`src/hdl/rgb_3x3_kernel_filter_macros.svh`:
```
// Assertion helpers shared by the filter modules.
`ifndef RGB_3X3_KERNEL_FILTER_MACROS_SVH
`define RGB_3X3_KERNEL_FILTER_MACROS_SVH

// Clocked assertion, disabled while reset is held.
`define RGBK_ASSERT(label, prop, msg) \
    label: assert property (@(posedge i_clk) disable iff (!i_rst_n) prop) \
        else $error(msg);

// Condition in one cycle implies a consequence in the next.
`define RGBK_ASSERT_NEXT(label, pre, post, msg) \
    `RGBK_ASSERT(label, pre |=> post, msg)

`endif

```
`src/hdl/rgbk_pkg.sv`:
```
package rgbk_pkg;

    localparam int MAX_WIDTH  = 1024;
    localparam int MAX_HEIGHT = 1024;
    localparam int DIM_W      = 11;
    localparam int COL_W      = $clog2(MAX_WIDTH);
    localparam int ROW_W      = $clog2(MAX_HEIGHT);
    localparam int POS_W      = 10;
    localparam int QDEPTH     = 2;

    localparam logic [1:0] CFG_MODE   = 2'd0;
    localparam logic [1:0] CFG_WIDTH  = 2'd1;
    localparam logic [1:0] CFG_HEIGHT = 2'd2;

    typedef enum logic [1:0] {
        MODE_HILINE = 2'd0,
        MODE_GAUSS  = 2'd1,
        MODE_EMBOSS = 2'd2,
        MODE_AVG    = 2'd3
    } t_mode;

    typedef struct packed {
        t_mode              mode;
        logic [DIM_W-1:0]   width;
        logic [DIM_W-1:0]   height;
    } t_cfg;

    typedef struct packed {
        logic [7:0] blue;
        logic [7:0] green;
        logic [7:0] red;
    } t_pix;

    typedef struct packed {
        logic [7:0] red_in;
        logic [7:0] green_in;
        logic [7:0] blue_in;
        logic       frame_start;
    } t_in_beat;

    typedef struct packed {
        logic [7:0]       red_out;
        logic [7:0]       green_out;
        logic [7:0]       blue_out;
        logic [POS_W-1:0] out_row;
        logic [POS_W-1:0] out_col;
        logic             last_of_frame;
    } t_out_beat;

    // px[row][col] of the 3x3 window, plus the center position
    typedef struct packed {
        t_pix [2:0][2:0]  px;
        logic [POS_W-1:0] row;
        logic [POS_W-1:0] col;
        logic             last;
    } t_win;

endpackage

```
`src/hdl/rgbk_back.sv`:
```
`include "rgb_3x3_kernel_filter_macros.svh"

module rgbk_back (
    input  logic                i_clk,
    input  logic                i_rst_n,
    input  rgbk_pkg::t_mode     i_mode,
    input  logic                i_q_empty,
    input  rgbk_pkg::t_win      i_q_data,
    output logic                o_q_pop,
    output logic                empty,
    input  logic                pop,
    output rgbk_pkg::t_out_beat o_out
);

    localparam int OQ_DEPTH    = 4;
    localparam int OQ_PTR_W    = $clog2(OQ_DEPTH);
    localparam int OQ_CNT_W    = $clog2(OQ_DEPTH + 1);
    localparam int GAUSS_RECIP = 683;
    localparam int GAUSS_SHIFT = 11;
    localparam int AVG_RECIP   = 7282;
    localparam int AVG_SHIFT   = 16;
    localparam int PROD_W      = 25;

    function automatic logic signed [12:0] ksum(rgbk_pkg::t_mode mode,
                                                logic [2:0][2:0][7:0] p);
        logic signed [12:0] q [3][3];
        logic signed [12:0] s;
        for (int i = 0; i < 3; i++) begin
            for (int j = 0; j < 3; j++) begin
                q[i][j] = $signed({5'b0, p[i][j]});
            end
        end
        case (mode)
            rgbk_pkg::MODE_HILINE: begin
                s = q[2][0] + (q[2][1] <<< 1) + q[2][2]
                  - q[0][0] - (q[0][1] <<< 1) - q[0][2];
            end
            // floor(sum/24) = center + floor(edge sum / 2), then divide by 3
            rgbk_pkg::MODE_GAUSS: begin
                s = q[1][1] + ((q[0][1] + q[1][0] + q[1][2] + q[2][1]) >>> 1);
            end
            rgbk_pkg::MODE_EMBOSS: begin
                s = q[0][0] + q[0][1] - q[0][2] + q[1][0] + q[1][1] - q[1][2]
                  + q[2][0] - q[2][1] - q[2][2];
            end
            default: begin
                s = q[0][0] + q[0][1] + q[0][2] + q[1][0] + q[1][1] + q[1][2]
                  + q[2][0] + q[2][1] + q[2][2];
            end
        endcase
        return s;
    endfunction

    logic                    r_s1_valid;
    rgbk_pkg::t_mode         r_s1_mode;
    logic signed [12:0]      r_s1_val [3];
    logic signed [12:0]      s1_val [3];
    logic [rgbk_pkg::POS_W-1:0] r_s1_row, r_s1_col;
    logic                    r_s1_last;
    logic [2:0][2:0][7:0]    chp [3];
    logic [7:0]              res [3];
    logic [PROD_W-1:0]       prod [3];
    logic [12:0]             recip;
    logic [OQ_CNT_W:0]       occ;
    logic                    launch, oq_pop;

    rgbk_pkg::t_out_beat     r_oq [OQ_DEPTH];
    rgbk_pkg::t_out_beat     oq_in;
    logic [OQ_PTR_W-1:0]     r_wr, r_rd;
    logic [OQ_CNT_W-1:0]     r_cnt;

    assign occ     = (OQ_CNT_W + 1)'(r_cnt) + (OQ_CNT_W + 1)'(r_s1_valid);
    assign launch  = !i_q_empty && (occ < (OQ_CNT_W + 1)'(OQ_DEPTH));
    assign o_q_pop = launch;
    assign empty   = (r_cnt == '0);
    assign oq_pop  = pop && !empty;
    assign o_out   = r_oq[r_rd];

    always_comb begin
        for (int i = 0; i < 3; i++) begin
            for (int j = 0; j < 3; j++) begin
                chp[0][i][j] = i_q_data.px[i][j].red;
                chp[1][i][j] = i_q_data.px[i][j].green;
                chp[2][i][j] = i_q_data.px[i][j].blue;
            end
        end
        for (int ch = 0; ch < 3; ch++) begin
            s1_val[ch] = ksum(i_mode, chp[ch]);
        end
    end

    always_ff @(posedge i_clk) begin
        if (!i_rst_n) begin
            r_s1_valid <= 1'b0;
        end else begin
            r_s1_valid <= launch;
        end
    end

    always_ff @(posedge i_clk) begin
        if (launch) begin
            r_s1_mode <= i_mode;
            r_s1_row  <= i_q_data.row;
            r_s1_col  <= i_q_data.col;
            r_s1_last <= i_q_data.last;
            for (int ch = 0; ch < 3; ch++) begin
                r_s1_val[ch] <= s1_val[ch];
            end
        end
    end

    // constant division by reciprocal for gauss and average, clamp for the others
    assign recip = (r_s1_mode == rgbk_pkg::MODE_GAUSS) ? 13'(GAUSS_RECIP) : 13'(AVG_RECIP);

    always_comb begin
        for (int ch = 0; ch < 3; ch++) begin
            prod[ch] = PROD_W'(r_s1_val[ch][11:0]) * PROD_W'(recip);
            case (r_s1_mode)
                rgbk_pkg::MODE_GAUSS: res[ch] = prod[ch][GAUSS_SHIFT +: 8];
                rgbk_pkg::MODE_AVG:   res[ch] = prod[ch][AVG_SHIFT +: 8];
                default: begin
                    if (r_s1_val[ch] < 0) begin
                        res[ch] = 8'd0;
                    end else if (r_s1_val[ch] > 13'sd255) begin
                        res[ch] = 8'd255;
                    end else begin
                        res[ch] = r_s1_val[ch][7:0];
                    end
                end
            endcase
        end
        oq_in.red_out       = res[0];
        oq_in.green_out     = res[1];
        oq_in.blue_out      = res[2];
        oq_in.out_row       = r_s1_row;
        oq_in.out_col       = r_s1_col;
        oq_in.last_of_frame = r_s1_last;
    end

    always_ff @(posedge i_clk) begin
        if (!i_rst_n) begin
            r_wr  <= '0;
            r_rd  <= '0;
            r_cnt <= '0;
        end else begin
            if (r_s1_valid) begin
                r_wr <= (r_wr == OQ_PTR_W'(OQ_DEPTH - 1)) ? '0 : r_wr + 1'b1;
            end
            if (oq_pop) begin
                r_rd <= (r_rd == OQ_PTR_W'(OQ_DEPTH - 1)) ? '0 : r_rd + 1'b1;
            end
            case ({r_s1_valid, oq_pop})
                2'b10:   r_cnt <= r_cnt + 1'b1;
                2'b01:   r_cnt <= r_cnt - 1'b1;
                default: r_cnt <= r_cnt;
            endcase
        end
    end

    always_ff @(posedge i_clk) begin
        if (r_s1_valid) begin
            r_oq[r_wr] <= oq_in;
        end
    end

    `RGBK_ASSERT(a_oq_credit, occ <= (OQ_CNT_W + 1)'(OQ_DEPTH), "result queue overbooked")
    `RGBK_ASSERT_NEXT(a_launch_lands, o_q_pop, r_s1_valid, "launched window lost")

endmodule

```
`config.mk`:
```
export PLATFORM = sky130hd
export DESIGN_NAME = rgbk_back
export DESIGN_NICKNAME = d
export VERILOG_FILES = /design/src/hdl/rgbk_pkg.sv /design/src/hdl/rgbk_back.sv
export VERILOG_INCLUDE_DIRS = /design/src /design/src/hdl
export SDC_FILE = /design/constraint.sdc
export NUM_CORES = 2
export LEC_CHECK = 0
export BUFFER_PORTS_ARGS = -buffer_cell sky130_fd_sc_hd__buf_2
export CAP_MARGIN = 20
export CELL_PAD_IN_SITES_DETAIL_PLACEMENT = 0
export CELL_PAD_IN_SITES_GLOBAL_PLACEMENT = 1
export CORE_MARGIN = 1
export CORE_UTILIZATION = 35
export CTS_CLUSTER_SIZE = 25
export DETAILED_ROUTE_END_ITERATION = 12
export GPL_ROUTABILITY_DRIVEN = 0
export PLACE_DENSITY = 0.66
export SYNTH_ARGS = -nofsm -noshare
export SYNTH_HDL_FRONTEND = slang
export SYNTH_SLANG_ARGS = --single-unit
export TNS_END_PERCENT = 5
```
`constraint.sdc`:
```
create_clock -name i_clk -period 8.4 [get_ports i_clk]
set_input_delay 0.84 -clock i_clk [delete_from_list [all_inputs] [get_ports i_clk]]
set_output_delay 0.84 -clock i_clk [all_outputs]
set_load 0.02 [all_outputs]
```
Word level (Yosys, flattened, before mapping)
Memory sizes are Yosys's and may differ from the RTL's. A register that Yosys moved wholly into a read port is not among the register bits. Index checks and enable logic that the tools add are counted. W data, S select, Z words.

Bits in registers: 31. Bits in latches: 0. Memory bits (writable): 219. Bits in read-only memories: 0. Input port bits: 243. Memories kept: 2.

$add $sub $neg: 77. Multipliers: 3. Divide/modulo/power cells: 0. Magnitude comparators: 7. Equality and inequality tests: 8. Shift-type cells: 0. Multiplexer cells: 22. Bitwise logic cells: 0. Reductions and logical operators: 7.

Memory list: r_oq (words 4, width 45, read ports 1, clocked after memory_dff 1, wr ports 1, RTL line rgbk_back.sv:67) `rgbk_pkg::t_out_beat r_oq [OQ_DEPTH];`; r_s1_val (words 3, width 13, read ports 3, clocked after memory_dff 0, wr ports 3, RTL line rgbk_back.sv:56) `logic signed [12:0] r_s1_val [3];`.

Operators with widths (count): $add A13 B9 Y13 (18); $sub A13 B9 Y13 (15); $pmux W13 S3 (3); $add A10 B8 Y11 (9); $mul A12 B13 Y24 (3); $add A9 B8 Y10 (6); $add A8 B8 Y9 (6); $mux W8 (6); $pmux W8 S2 (3); $add A12 B8 Y13 (3); $gt A13 B9 Y1 const B (3); $lt A13 B1 Y1 const B (3); $sub A12 B10 Y13 (3); $add A11 B8 Y12 (3); $sub A11 B8 Y12 (3); $add A8 B10 Y11 (3); $add A8 B9 Y10 (3); $mux W13 (1); $eq A2 B2 Y1 const B (5); $mux W2 (4); $eq A2 B1 Y1 const B (3); $pmux W3 S2 (1); $add A2 B1 Y2 const B (2); $add A3 B1 Y4 (1); 9 further kinds (14).

Depth between registers and ports, before layout
Depth in word-level cells: 9. Mapped depth: 25. Depth with buffers taken out: 22.

Worst setup path after synthesis
Ideal clock, no wire load.

Path type: input to output. From: in i_q_empty. To: out o_q_pop. Arrival: 6.022 ns. Data required time: 7.560 ns. Path slack: 1.538 ns. Cell stages on the path: 1. Buffers on the path: 0. Cell sequence: a311oi_1.

Cells in the longest elaborated chain, start to end: 2.

Ends and longest elaborated chain: start: declaration (RTL line rgbk_back.sv:7) `input logic i_q_empty,`; $logic_not A1 Y1 (RTL line rgbk_back.sv:73) `assign launch = !i_q_empty && (occ < (OQ_CNT_W + 1)'(OQ_DEPTH));`; $logic_and A1 B1 Y1 (RTL line rgbk_back.sv:73); end: declaration (RTL line rgbk_back.sv:9) `output logic o_q_pop,`.

Every way passes these cells.

==> flow_metrics.py <==
metrics = {
    "worst_setup_path": {
        "cp.arrival_ns": 7.12,
        "rrSetupSlack_ns": 1.64,
        "cp_max_fo": 32,
        "reg2regPathDepth": 19,
        "r2r-start": "r_s1_mode[1]$_DFFE_PP_",
        "rr_endpoint": "r_oq[0][35]$_DFFE_PP_",
        "critical_path_class": "reg2reg",
        "worst_setup_path_start_kind": "register",
        "cp.required_ns": 8.75,
        "end_kind": "register",
    },
    "floorplanning": {
        "placement_rows": 120,
        "dieArea_sq_um": 110000,
        "initial_core_util": 0.355,
        "dieHeight_um": 332,
        "die-width_um": 332,
        "io_pins": 290,
        "core_sq_um": 108000,
    },
    "logic_synthesis": {
        "synth_edf_count": 242,
        "synth_area_leaders": "fa_1, edfxtp_1, ha_1",
        "synth.most_common_cell": "inv_1",
        "syn_avg_cell_area_sq_um": 11.0,
        "synth_common_cells": "inv_1, fa_1, ha_1",
        "ys_warn_count": 0,
        "yosysUniqueCellTypes": 79,
        "yosys.area.top_type_share": 0.332,
        "seq_area_frac_synth": 0.196,
        "async_reset_ff_frac": 0,
        "synth_top_cell_by_area": "fa_1",
        "postSynthCellCount": 3468,
        "synthFlopType": "edfxtp_1",
        "syn_area_sq_um": 38200,
        "ys_seq_elements": 252,
    },
    "run": {
        "drv_cap": 0,
    },
    "detailed_routing": {
        "wl_per_cell_um": 17.1,
        "wl_met2_um": 42300,
        "viasPerCell": 4.67,
        "maxUsedRoutingLayer": "met4",
        "wirelength_met1_um": 42500,
        "dr_wl_met3_um": 2630,
        "drc": 0,
        "dr_total_vias": 24313,
        "postRouteAntennaNets": 0,
        "firstDrtPassIters": 7,
        "drt-initial-drc-count": 1012,
        "drt_wl_total_um": 88900,
    },
    "sta": {
        "slew_headroom": 0.287,
        "max_freq_mhz": 148,
        "finalSetupViolCount": 0,
        "setup_tns_ns": 0,
        "period_needed_ns": 6.76,
        "rsz0062_at_grt": "false",
        "worstMarginPinSlew_ns": 1.07,
        "hold_violations": 0,
        "period_share": 0.805,
        "maxSlewViolCount": 0,
        "fin_skew_ns": 0.0195,
    },
    "clock_network": {
        "clockBufferDepth": 3,
        "post_cts_buffers": 0,
        "cts_resized": 0,
        "cts_tree": "yes",
        "cts.htree.levels": 1,
        "cts_hold_buf": 0,
        "clk_pin_slew_ns": 0.06,
        "cts_buffers": 29,
        "ctsRootBufferMaster": "clkbuf_16",
        "clkSinkCount": 252,
        "clock_latency_ns": 0.58,
    },
    "min_path": {
        "hp-class": "in2reg",
        "worstHoldStart": "i_q_data[19]",
        "hold_depth": 1,
        "min_to": "r_s1_row[8]$_DFFE_PP_",
    },
    "global_route": {
        "grt_pass1_wl_um": 144000,
        "grt_max_degree": 64,
        "grt_remaining_overflow": 0,
        "grt_pass1_vias": 26412,
        "grt_usage": 0.165,
        "antenna_found_initial": 7,
    },
    "cells_and_area": {
        "nets": 5116,
        "area_delta_synth_final_pct": 10.9,
        "drive_gt1_frac": 0.120,
    },
    "outcome": {
        "outcome": "finished, final reports clean",
    },
    "placement": {
        "hpwl_um": 77500,
        "portBuffers": 289,
    },
}
-- stage by stage --
step                hold slack (ns)   util  area (sq um)  std cells  worst slack [ns]
floorplan                     0.459      -         38300       3502              1.54
global placement              0.480  0.385         41400       5149              1.75
detailed placement            0.477  0.385         41400       5149              1.72
CTS                           0.408  0.393         42300       5200              1.64
global route                  0.419  0.393         42300       5206              1.22
finish                        0.443  0.393         42300       5206              1.64
-- routing by layer --
layer,global-route usage,vias to the layer above
met3,0.0128,77
met5,0,-
met2,0.278,403
met1,0.233,12046
li1,-,11787
met4,0.0293,0
-- how the worst max path moves through the flow --
| stage | slack, ns | cells past startpoint | startpoint | endpoint |
|---|---|---|---|---|
| 4_1_cts | 1.64 | 19 | r_s1_mode[1]$_DFFE_PP_ | r_oq[0][35]$_DFFE_PP_ |
| 3_3_place_gp | 1.75 | 19 | r_s1_mode[1]$_DFFE_PP_ | r_oq[0][34]$_DFFE_PP_ |
| 3_5_place_dp | 1.72 | 19 | r_s1_mode[1]$_DFFE_PP_ | r_oq[3][34]$_DFFE_PP_ |
| 5_1_grt | 1.22 | 19 | r_s1_mode[1]$_DFFE_PP_ | r_oq[0][34]$_DFFE_PP_ |
| 6_report | 1.64 | 19 | r_s1_mode[1]$_DFFE_PP_ | r_oq[0][35]$_DFFE_PP_ |
| 2_1_floorplan | 1.54 | 1 | i_q_empty | o_q_pop |
-- placed cells by master (no fill, tap or decap), types with 8 or more instances in the layout --
cell / instances
fa_1: 634
o221ai_1: 15
o31ai_1: 9
or2_2: 14
nand2_1: 118
a21o_1: 64
xnor2_1: 137
and3_1: 15
clkbuf_16: 29
nand2b_1: 28
a21oi_1: 118
xor2_1: 57
edfxtp_1: 242
mux4_2: 66
nor2b_1: 29
and2_1: 43
nor3_1: 35
nor2_1: 77
conb_1: 36
dfxtp_1: 8
o21bai_1: 40
a31oi_1: 9
mux2i_1: 12
buf_4: 13
ha_1: 462
buf_2: 289
or3_1: 13
o21ai_0: 70
nand3_1: 12
a211oi_1: 14
inv_1: 906
o21ai_1: 19
o21a_1: 25
-- cells by family after synthesis --
logic type	Yosys count	share of synthesized area
flip-flops	252	0.196
other	2	0.000197
AND/OR/NAND/NOR	408	0.0537
AO/OA/AOI/OAI	471	0.0844
buffers and inverters	966	0.0953
XOR/XNOR	194	0.0445
adder cells (fa/ha/maj)	1096	0.484
multiplexers	79	0.0424
-- flip-flops by register name, summed over array words and instances, names as in the netlist, 2 cells and up, named ones only --
name,count
r_oq,180
r_s1_val,39
r_s1_col,10
r_s1_row,10
r_cnt,3
r_rd,2
r_s1_mode,2
r_wr,2
-- layout make-up --
| class | instances | area, sq um |
|---|---|---|
| Inverter | 908 | 3410 |
| Clock inverter | 19 | 175 |
| Clock buffer | 32 | 737 |
| Tap cell | 1403 | 1760 |
| Timing Repair Buffer | 302 | 1540 |
| Multi-Input combinational cell | 2284 | 27200 |
| Antenna cell | 6 | 15.0 |
| Sequential cell | 252 | 7470 |
| Fill cell | 10614 | 65300 |
-- worst max-delay path, stage by stage (launching register included) --
cell and delay [ns]:
edfxtp_1 0.50, nand2b_2 0.64, and2_1 0.45, or2_2 0.36, ha_1 0.33, fa_1 0.45
fa_1 0.47, fa_1 0.54, inv_1 0.04, fa_1 0.48, inv_1 0.04, ha_1 0.31
a211oi_1 0.25, o21ai_0 0.18, a211oi_1 0.29, a21oi_2 0.13, o41a_1 0.38, a31o_2 0.30
xnor2_1 0.13, o211ai_1 0.28
Power is not shown: default switching activity piles up to over one toggle a cycle in this logic, so the estimate is an artifact.
