<file path="src/hdl/rgb_3x3_kernel_filter_macros.svh">
// Assertion helpers shared by the filter modules.
`ifndef RGB_3X3_KERNEL_FILTER_MACROS_SVH
`define RGB_3X3_KERNEL_FILTER_MACROS_SVH

// Clocked assertion, disabled while reset is held.
`define RGBK_ASSERT(label, prop, msg) \
    label: assert property (@(posedge i_clk) disable iff (!i_rst_n) prop) \
        else $error(msg);

// Condition in one cycle implies a consequence in the next.
`define RGBK_ASSERT_NEXT(label, pre, post, msg) \
    `RGBK_ASSERT(label, pre |=> post, msg)

`endif

</file>
<file path="src/hdl/rgbk_pkg.sv">
package rgbk_pkg;

    localparam int MAX_WIDTH  = 1024;
    localparam int MAX_HEIGHT = 1024;
    localparam int DIM_W      = 11;
    localparam int COL_W      = $clog2(MAX_WIDTH);
    localparam int ROW_W      = $clog2(MAX_HEIGHT);
    localparam int POS_W      = 10;
    localparam int QDEPTH     = 2;

    localparam logic [1:0] CFG_MODE   = 2'd0;
    localparam logic [1:0] CFG_WIDTH  = 2'd1;
    localparam logic [1:0] CFG_HEIGHT = 2'd2;

    typedef enum logic [1:0] {
        MODE_HILINE = 2'd0,
        MODE_GAUSS  = 2'd1,
        MODE_EMBOSS = 2'd2,
        MODE_AVG    = 2'd3
    } t_mode;

    typedef struct packed {
        t_mode              mode;
        logic [DIM_W-1:0]   width;
        logic [DIM_W-1:0]   height;
    } t_cfg;

    typedef struct packed {
        logic [7:0] blue;
        logic [7:0] green;
        logic [7:0] red;
    } t_pix;

    typedef struct packed {
        logic [7:0] red_in;
        logic [7:0] green_in;
        logic [7:0] blue_in;
        logic       frame_start;
    } t_in_beat;

    typedef struct packed {
        logic [7:0]       red_out;
        logic [7:0]       green_out;
        logic [7:0]       blue_out;
        logic [POS_W-1:0] out_row;
        logic [POS_W-1:0] out_col;
        logic             last_of_frame;
    } t_out_beat;

    // px[row][col] of the 3x3 window, plus the center position
    typedef struct packed {
        t_pix [2:0][2:0]  px;
        logic [POS_W-1:0] row;
        logic [POS_W-1:0] col;
        logic             last;
    } t_win;

endpackage

</file>
<file path="src/hdl/rgbk_queue.sv">
module rgbk_queue (
    input  logic           i_clk,
    input  logic           i_rst_n,
    input  logic           i_push,
    input  rgbk_pkg::t_win i_data,
    output logic           o_full,
    input  logic           i_pop,
    output rgbk_pkg::t_win o_data,
    output logic           o_empty
);

    localparam int PTR_W = (rgbk_pkg::QDEPTH > 1) ? $clog2(rgbk_pkg::QDEPTH) : 1;
    localparam int CNT_W = $clog2(rgbk_pkg::QDEPTH + 1);

    rgbk_pkg::t_win   r_mem [rgbk_pkg::QDEPTH];
    logic [PTR_W-1:0] r_wr, n_wr, r_rd, n_rd;
    logic [CNT_W-1:0] r_cnt, n_cnt;
    logic             wr_en, rd_en;

    assign o_full  = (r_cnt == CNT_W'(rgbk_pkg::QDEPTH));
    assign o_empty = (r_cnt == '0);
    assign o_data  = r_mem[r_rd];
    assign wr_en   = i_push && !o_full;
    assign rd_en   = i_pop && !o_empty;

    always_comb begin
        n_wr  = r_wr;
        n_rd  = r_rd;
        n_cnt = r_cnt;
        if (wr_en) begin
            n_wr = (r_wr == PTR_W'(rgbk_pkg::QDEPTH - 1)) ? '0 : r_wr + 1'b1;
        end
        if (rd_en) begin
            n_rd = (r_rd == PTR_W'(rgbk_pkg::QDEPTH - 1)) ? '0 : r_rd + 1'b1;
        end
        case ({wr_en, rd_en})
            2'b10:   n_cnt = r_cnt + 1'b1;
            2'b01:   n_cnt = r_cnt - 1'b1;
            default: n_cnt = r_cnt;
        endcase
    end

    always_ff @(posedge i_clk) begin
        if (!i_rst_n) begin
            r_wr  <= '0;
            r_rd  <= '0;
            r_cnt <= '0;
        end else begin
            r_wr  <= n_wr;
            r_rd  <= n_rd;
            r_cnt <= n_cnt;
        end
    end

    always_ff @(posedge i_clk) begin
        if (wr_en) begin
            r_mem[r_wr] <= i_data;
        end
    end

endmodule

</file>
<file path="config.mk">
export PLATFORM = sky130hd
export DESIGN_NAME = rgbk_queue
export DESIGN_NICKNAME = d
export VERILOG_FILES = /design/src/hdl/rgb_3x3_kernel_filter_macros.svh /design/src/hdl/rgbk_pkg.sv /design/src/hdl/rgbk_queue.sv
export SDC_FILE = /design/constraint.sdc
export NUM_CORES = 1
export LEC_CHECK = 0
export BUFFER_PORTS_ARGS = -buffer_cell sky130_fd_sc_hd__buf_4
export CORE_AREA = 2 2 186 188
export DETAILED_ROUTE_END_ITERATION = 10
export DIE_AREA = 0 0 188 190
export PLACE_DENSITY = 0.87
export REMOVE_ABC_BUFFERS = 1
export SKIP_LAST_GASP = 1
export SYNTH_ARGS = -nofsm -noshare
export SYNTH_HDL_FRONTEND = slang
export SYNTH_SLANG_ARGS = --single-unit
</file>
<file path="constraint.sdc">
create_clock -name i_clk -period 9.1 [get_ports i_clk]
set_clock_uncertainty 0.15 [all_clocks]
set_input_delay 2.275 -clock i_clk [delete_from_list [all_inputs] [get_ports i_clk]]
set_output_delay 2.275 -clock i_clk [all_outputs]
set_load 0.05 [all_outputs]
</file>
Word level (Yosys, flattened, before mapping)
Memories as Yosys holds them, arrays and structs flattened. A register that Yosys moved wholly into a read port is not among the register bits.
Index checks and enable logic that the tools add are counted.
{"block": "totals", "reg_bits": 4, "ramBits": 474, "in_bits": 241, "output_inout_bits": 239, "elab_cells": 24, "mem_count": 1}
{"name": "r_mem", "depth": 2, "word_bits": 237, "read_ports": 1, "rd_clocked_by_memory_dff": 1, "write_ports": 1, "line": "rgbk_queue.sv:15", "source": "rgbk_pkg::t_win r_mem [rgbk_pkg::QDEPTH];"}
{"block": "classes", "add_sub_neg": 4, "eq_ne": 3, "mux": 7, "reduce_logical": 6}
{"cell": "$mux 1", "count": 6}
{"cell": "$eq 2x2->1 const B", "count": 2}
{"cell": "$pmux 2 s2", "count": 1}
{"cell": "$add 1x1->1 const B", "count": 2}
{"cell": "$add 2x1->2 const B", "count": 1}
{"cell": "$eq 2x1->1 const B", "count": 1}
{"cell": "$logic_and 1x1->1", "count": 2}
{"cell": "$logic_not 1->1", "count": 2}
{"cell": "$logic_not 2->1", "count": 1}
{"cell": "$reduce_bool 2->1", "count": 1}
{"cell": "$sub 2x1->2 const B", "count": 1}

Logic depth before layout (Yosys ltp)
Gate-level depths: netlist of run 1.
{"block": "depth", "word_depth": 5, "ltp_mapped": 6, "ltp_nobuf": 6}

Worst setup path after synthesis of run 1
No wires, ideal clock.
{"block": "synth_path", "path_kind": "in2reg", "start": "in i_push", "end": "mem r_mem[1][0] in the netlist's numbering (enable)", "setup_ns": 0.629, "arrival_ns": 7.728, "required_time_ns": 8.321, "slack_ns": 0.593, "path_stages": 1, "path_buffers": 0, "path_cell_list": "and3_1"}
{"block": "synth_between", "elab_chain_cells": 3}
{"element": "start: declaration", "line": "rgbk_queue.sv:4", "source": "input logic i_push,"}
{"element": "$logic_and 1x1->1", "line": "rgbk_queue.sv:23", "source": "assign wr_en = i_push && !o_full;"}
{"element": "$mux 1", "line": "rgbk_queue.sv:56", "source": "if (wr_en) begin"}
{"element": "$mux 1 (not written as such)", "line": "rgbk_queue.sv:57", "source": "r_mem[r_wr] <= i_data;"}
{"element": "end: declaration", "line": "rgbk_queue.sv:15"}
No other way between the ends.

==> results, run 1 <==
- The maximum vdd ir drop is 316 µV.
- The remaining antenna violation count is 0.
- The die is 188 µm wide.
- The number of warnings reported in the yosys synthesis log is 0.
- After legalization and detailed placement, the total HPWL measured 24300 µm.
- The number of iterations in the first detailed-routing pass is 4.
- The insertion delay to the later sink of the worst-skew pair is 550 ps.
- The number of global-route vias before repair is 9558.
- The total global routing overflow is 0.
- At the pin with the least slew margin, the transition time is 1030 ps.
- The number of antenna violations at the first check in global routing is 1.
- The power density over the cells is 336 nW/µm².
- The cell count after synthesis is 763.
- Of the total power, registers draw 37.6%.
- Synthesis inferred 479 register bits.
- The share of post-route cells with drive strength above 1 is 60.7%.
- The switching fraction of total power is 37.4%.
- The cell area that synthesis handed to floorplanning was 17300 µm².
- Across the run, the number of max-cap violations was 0.
- Of the total power, combinational logic draws 38.0%.
- The total area inside the core boundary comes to 33900 µm².
- The part of the cycle the worst path needs is 58.6%.
- On the critical path the largest part of the delay comes from buffers and inverters.
- The count of final hold-check violations came to 0.
- The worst hold margin is 390 ps.
- Counting both buffers and inverters, the worst setup path holds a total of 2.
- The library cell used most frequently in the layout, excluding fill and tap cells, is buf_4.
- The clock tree from TritonCTS is done.
- By area the synthesized netlist is led by edfxtp_1, mux2_2, buf_2.
- The number of top-level pins is 480.
- Setup repair after global routing left no endpoint under its margin.
- Summing over every cut layer, the via total after detailed routing is 9101.
- The flow ran to the end, and the final reports show no timing, DRC or antenna violations.
- After detailed routing, the number of remaining DRC violations is 0.
- In the global route stage, overall resource usage came out at 20.3%.
- The first global-routing pass estimated 54700 µm of wire.
- The type of the worst min-delay path is flop to flop.
- Routability-driven placement finished with a final weighted congestion of 0.794.
- For the worst setup path, the data required time is 6680 ps.
- The critical path class is flop to output pin.
- In the final routed layout, each cell accounts on average for 21.5 µm.
- For this design, the CTS-stage hold fixing added 0 buffers.
- The count of final max-slew check failures is 0.
- The largest single stage delay on the critical path is 810 ps.
- Summed over all cells, the static leakage comes to 8.47 nW.
- The effective utilization at floorplan is 50.9%.
- The full die area is 35700 µm².
- The slowest library cell on the worst path is buf_4.
- The summed negative setup slack over all endpoints is 0 ps.
- In the layout the commonest cells are buf_4, edfxtp_1, mux2_2, clkbuf_16, clkinv_1.
- The clock share of power is 24.4%.
- By instance count, the cell type seen most on the critical path is buf_4.
- The tree is rooted in a clkbuf_16.
- After clock tree synthesis, the clock-pin slew on the worst setup and hold paths is 60 ps.
- Traced cell by cell, the critical path runs through buf_4 > mux2_2 > buf_4.
- The mean instance size in the synthesized netlist is 22.6 µm².
- The shortest period the worst path allows is 5330 ps.
- The startpoint type of the worst setup path is a flop.
- The worst-path maximum fanout is 76.
- The internal power of the cells is 4.81 mW.
- In this run, distinct cell masters in the synthesized netlist total 18.
- Setup violations remaining at the end of the flow were counted as 0.
- Summing internal, switching and leakage power gives 7.68 mW.
- The number of buffers created by CTS is 47.
- The worst slew margin relative to its limit is 31.3%.
- The fraction of post-synthesis cell area in the top cell type by area is 82.4%.
- For this run, the top clock speed supported by timing is 187 MHz.
- The initialized floorplan defines 68 standard-cell rows.
- Counting along the longest clock path gives a buffer depth of 3.
- The net switching power figure is 2.87 mW.
- The clock net sink count is 479.
- The count of instances resized after the clock tree is built is 0.
- The area growth from synthesis to layout is 32.5%.
- The post-CTS setup buffer count is 0.
- The largest net degree at the start of global routing is 123.
- Of all cell types, the one taking the most synthesized area is edfxtp_1.
- Sequential cells were found to cover 83.0% of the synthesized design area.
- The die is 190 µm tall.
- In this run, the number of DRC markers left after iteration 0 of detailed routing was 539.
- The mean number of vias per cell is 5.16.
- The final layout contains 1512 nets.
- In this run the tool buffered the top-level ports with 479 buffer cells.
- The final routed wirelength across all metal layers is 37900 µm.
- The worst setup path is captured at an output pin.
- In this run the number of H-tree levels came out at 2.
- The data arrival time of the worst path is 2910 ps.
==> cell type report <==
type                    instances  area (µm²)
clock inverters                37         305
diodes                          1        2.50
clock buffers                  49        1180
multi-input cells             255        2800
well taps                     455         569
inverters                       3        18.8
repair buffers                484        3670
fillers                      2097       11100
flip-flops and latches        479       14300
==> flip-flops by register name (all words and copies together) (netlist names), named ones only <==
register,cells
r_rd,1
r_cnt,2
r_wr,1
r_mem,474
==> per-layer routing <==
layer	wire length (µm)	vias to the layer above	global-route usage [%]
met5	0	-	0
met4	1760	0	9.96
met3	2900	103	6.29
met2	19700	391	35.7
met1	13500	4534	22.5
li1	-	4073	-
==> final timing paths <==
check             cells after the start                  start  slack [ps]                      end
setup / recovery                      3                   flop        3770              o_data[218]
hold reg to reg                       2      r_rd$_SDFFE_PN0P_         390                     flop
setup reg to reg                      5  r_cnt[0]$_SDFFE_PN0P_        6010  r_mem[0][164]$_DFFE_PP_
hold / removal                        2      r_rd$_SDFFE_PN0P_         390                     flop
==> worst reg2reg max path: stages (launching register included) <==
cell and delay (ps):
dfxtp_1 420, nand2b_2 190, inv_2 60, or3_1 430, inv_8 590, buf_12 630
==> cell usage after synthesis, drive strengths merged <==
master	number
a21boi	2
and2	1
and3	1
buf	26
dfxtp	5
edfxtp	474
ha	1
inv	3
mux2	237
nand2	1
nand2b	1
nor2	1
nor2b	2
o21a	1
o21ai	2
or3	2
xnor2	3
==> kinds of logic after synthesis <==
| logic type | after synthesis | synth area share (%) |
|---|---|---|
| DFF | 479 | 83.0 |
| AOI/OAI and AO/OA | 5 | 0.188 |
| xor gates and xnor gates | 3 | 0.152 |
| and+or+nand+nor | 9 | 0.312 |
| buffers and inverters | 29 | 0.819 |
| muxes | 237 | 15.5 |
| adders and majority gates | 1 | 0.0724 |
==> through the flow <==
stage          util [%]  setup WS, ps  area (µm²)  instances
2_1_floorplan         -           163       17100        737
3_3_place_gp       63.0          4360       21400       1676
3_5_place_dp       63.0          4310       21400       1676
4_1_cts            67.4          3760       22900       1762
5_1_grt            67.4          3660       22900       1763
6_report           67.4          3770       22900       1763
==> power by group through the flow <==
stage | Combinational [mW] | Sequential [mW] | Clock (mW)
finish | 2.92 | 2.89 | 1.87
global route | 3.02 | 2.91 | 1.98
CTS | 2.93 | 2.89 | 1.90
detailed placement | 2.91 | 2.93 | 0
global placement | 2.89 | 2.91 | 0
floorplan | 2.05 | 3.05 | 0
Power figures use the tool's default switching activity.
==> inputs of run 2 (changes only) <==
Settings changed: ABC_AREA set to 1, CORE_AREA 2 2 186 188 to 2 2 187 189, DIE_AREA 0 0 188 190 to 0 0 189 191.
Clock period 9.1 ns to 5.2 ns, I/O delays scaled along.
==> run 2 against run 1 <==
  * Combinational power is 14% higher
  * Total power rose by 47%
  * Area after synthesis up 1.3%
  * First-iteration DRC count decreased by 10%
  * Critical path depth unchanged
  * Non-clock buffer count rose by 5
  * Highest routed layer unchanged
==> results, run 2 <==
- The power density over the cells is 492 nW/µm² (+47%).
- The number of antenna violations at the first check in global routing is 1 (unchanged).
- The fraction of post-synthesis cell area in the top cell type by area is 81.4% (-1.0 points).
- The half-perimeter wire length after detailed placement is 25200 µm (+3.8%).
- The post-route cell area is 22900 µm² (about the same).
- The multi-input logic area is 2790 µm² (-0.36%).
- The wire length of the first global-routing pass is 53700 µm (-1.7%).
- The clock net sink count is 479 (unchanged).
- The startpoint of the lowest-slack register-to-register path is r_cnt[1]$_SDFFE_PN0P_.
- The top cell types in the final layout, fill and taps aside, are buf_4, edfxtp_1, mux2_2, clkbuf_16, nor2_1.
- The count of final max-slew check failures is 0 (unchanged).
- The mean routed wirelength per cell is 21.0 µm (-2.3%).
- The number of H-tree levels is 2 (unchanged).
- The proportion of register bits with asynchronous set or reset after synthesis came to 0% (unchanged).
- The post-CTS clock slew at the launch and capture registers of the worst setup and hold paths is 60 ps (about the same).
- After layout, the worst path uses 70.1% of the clock period.
- The total global routing overflow is 0 (unchanged).
- The setup slack of the worst register-to-register path is 2800 ps (-3210 ps).
- The number of remaining DRC errors is 0 (unchanged).
- The root buffer selected by CTS is clkbuf_16.
- The number of buffers added on ports is 479 (unchanged).
- The number of non-filler instances in the completed layout was 1781 (+1.0%).
- STA classifies the critical path startpoint as a flop.
- Leaving out fill and tap cells, the most frequent cell in the layout is buf_4.
- The insertion delay to the later sink of the worst-skew pair is 540 ps (about the same).
- Setup repair after global routing left no endpoint under its margin.
- In the post-synthesis netlist, the biggest area contributors are edfxtp_1, mux2_2, clkbuf_8.
- The register bit total from synthesis is 479 (unchanged).
- The post-CTS setup buffer count was 0 (unchanged).
- The height of the die is 191 µm (+0.53%).
- The number of failing setup endpoints in the final timing report is 0 (unchanged).
- The data arrival time of the worst path is 2200 ps (-710 ps).
- The full die area came to 36100 µm² (+1.1%).
- The switching fraction of total power is 32.8% (-4.5 points).
- The critical path class is flop to output pin.
- The number of global-route vias before repair was 9650 (+0.96%).
- The combinational cell fraction of total power is 29.5% (-8.5 points).
- The total of hold buffers inserted after clock tree synthesis came to 0 (unchanged).
- The endpoint identified for the worst register-to-register timing path is r_mem[1][130]$_DFFE_PP_.
- In this run the most critical hold path is launched from r_rd$_SDFFE_PN0P_.
- From synthesis to final layout, the design area changed by 30.9%.
- The flip-flop and latch area was 14300 µm² (unchanged).
- The width of the die is 189 µm (+0.53%).
- The final weighted congestion in routability-driven placement was 0.761 (-4.2%).
- Static timing analysis puts the maximum clock frequency at 274 MHz.
- The maximum vdd ir drop is 462 µV (+46%).
- The share of post-route cells with drive strength above 1 is 60.0% (-0.75 points).
- The reported max-cap violation count came to 0 (unchanged).
- The instance count after placement with tap cells included is 1695 (+1.1%).
- The run finished with clean final reports.
- The data required time at the worst endpoint is 3750 ps (-2930 ps).
- The net switching power figure is 3.70 mW (+29%).
- In the final layout, the registers with the most flip-flops are r_mem x474, r_cnt x2.
- The initial detailed-routing violation count came to 483 (-10%).
- The number of buffers created by CTS came to 47 (unchanged).
- The clock tree from TritonCTS is done.
- The endpoint kind of the worst setup timing path is an output pin.
- The worst hold path belongs to the class flop to flop.
- The commonest register cell after synthesis is edfxtp_1.
- The post-synthesis sequential area ratio is 81.9% (-1.1 points).
- Among all cell types in the netlist, the one instantiated most often is edfxtp_1.
- The worst hold path stage count came to 2 (unchanged).
- The shortest period the worst path allows is 3650 ps.
- The flip-flop count of the largest register after layout came to 474 (unchanged).
- The worst-path maximum fanout is 125 (+64%).
- The via count is 9052 (-0.54%).
- The commonest cells after synthesis are edfxtp_1, mux2_2, clkbuf_8.
- The synthesized area is 17500 µm² (+1.3%).
- The internal power of the cells is 7.58 mW (+57%).
- The final routed wirelength across all metal layers was 37400 µm (-1.3%).
- edfxtp_1 takes more of the synthesized area than any other cell.
- The mean instance size in the synthesized netlist came to 22.5 µm² (-0.54%).
- The number of iterations in the first detailed-routing pass was 6 (+2).
- The largest register by flop count is r_mem.
- The largest net degree at the start of global routing is 136 (+11%).
- The number of warnings reported in the yosys synthesis log was 0 (unchanged).
- The count of instances resized after the clock tree is built is 0 (unchanged).
- The summed negative setup slack over all endpoints is 0 ps (unchanged).
- The number of enable flip-flop cells after synthesis is 474 (unchanged).
- The count of final hold-check violations was 0 (unchanged).
- The effective utilization at floorplan is 51.3% (+0.40 points).
- The worst slew margin relative to its limit came to 47.8% (+16 points).
- The number of top-level pins came to 480 (unchanged).
- The count of cells along the worst register-to-register path is 6 (+1).
- The final net count came to 1531 (+1.3%).
- The mean number of vias per cell came to 5.08 (-1.5%).
- The post-route core utilization is 67.1% (-0.29 points).
- The clock share of power is 27.8% (+3.4 points).
- The pin slew with the least headroom to its limit was 783 ps (-247 ps).
- The distinct cell type count after synthesis is 13 (-5).
- The clock tree buffer depth is 3 (unchanged).
- The fill cell instance count of the final layout is 2102 (+0.24%).
- The remaining antenna violation count is 0 (unchanged).
- The core outline area is 34100 µm² (+0.50%).
- The cell count after synthesis is 777 (+1.8%).
- The number of rows in the core area is 68 (unchanged).
- The share of power burned in registers is 42.7% (+5.1 points).
- The static leakage power is 8.51 nW (+0.55%).
- The area of placed instances is 21500 µm² (+0.35%).
- The overall fraction of global-route tracks in use is 19.7% (-0.58 points).
[run 2: kinds of logic after synthesis]
kind of cell | Yosys count | synth area share, %
compound gates | 2 | 0.0572
mux | 237 | 15.3
flops | 479 | 81.9
fa+ha+maj | 1 | 0.0715
simple gates | 23 | 0.515
buf+inv | 35 | 2.15
[run 2: worst max path at each step]
stage	end	cells past startpoint
floorplan	r_mem[0][0]$_DFFE_PP_	4
global placement	r_mem[1][1]$_DFFE_PP_	6
detailed placement	r_mem[1][9]$_DFFE_PP_	6
CTS	o_data[118]	3
global route	o_data[118]	3
finish	o_data[118]	3
[run 2: area by class of cell]
cell class / instances / share of cell area (%)
Tap cell: 455 / 2.49
Clock inverter: 25 / 0.710
Multi-Input combinational cell: 263 / 12.2
Timing Repair Buffer: 489 / 16.3
Antenna cell: 1 / 0.0109
Inverter: 9 / 0.180
Clock buffer: 60 / 5.53
Sequential cell: 479 / 62.6
[run 2: layer usage]
layer | global-route usage (%) | share of wire (%)
met5 | 0 | 0
met4 | 10.0 | 4.8
met3 | 6.10 | 8.1
met2 | 35.1 | 52
met1 | 21.3 | 35
[run 2: power by group through the flow]
| stage | clock network [mW] | registers (mW) | logic, mW |
|---|---|---|---|
| global route | 3.34 | 4.85 | 3.45 |
| global placement | 0 | 4.87 | 3.29 |
| detailed placement | 0 | 4.90 | 3.33 |
| finish | 3.13 | 4.82 | 3.33 |
| floorplan | 0 | 5.11 | 2.28 |
| CTS | 3.20 | 4.82 | 3.35 |
[run 2: worst max-delay path: stages, from the launching register on]
cell and delay (ps):
dfxtp_4 370, buf_12 440, mux2_2 440, buf_4 200
[run 2: through the flow]
stage	hold slack, ps	power, mW	setup slack, ps
floorplan	302	7.39	-7160
global placement	312	8.16	1870
detailed placement	351	8.23	1860
CTS	365	11.4	1580
global route	417	11.6	1480
finish	358	11.3	1550
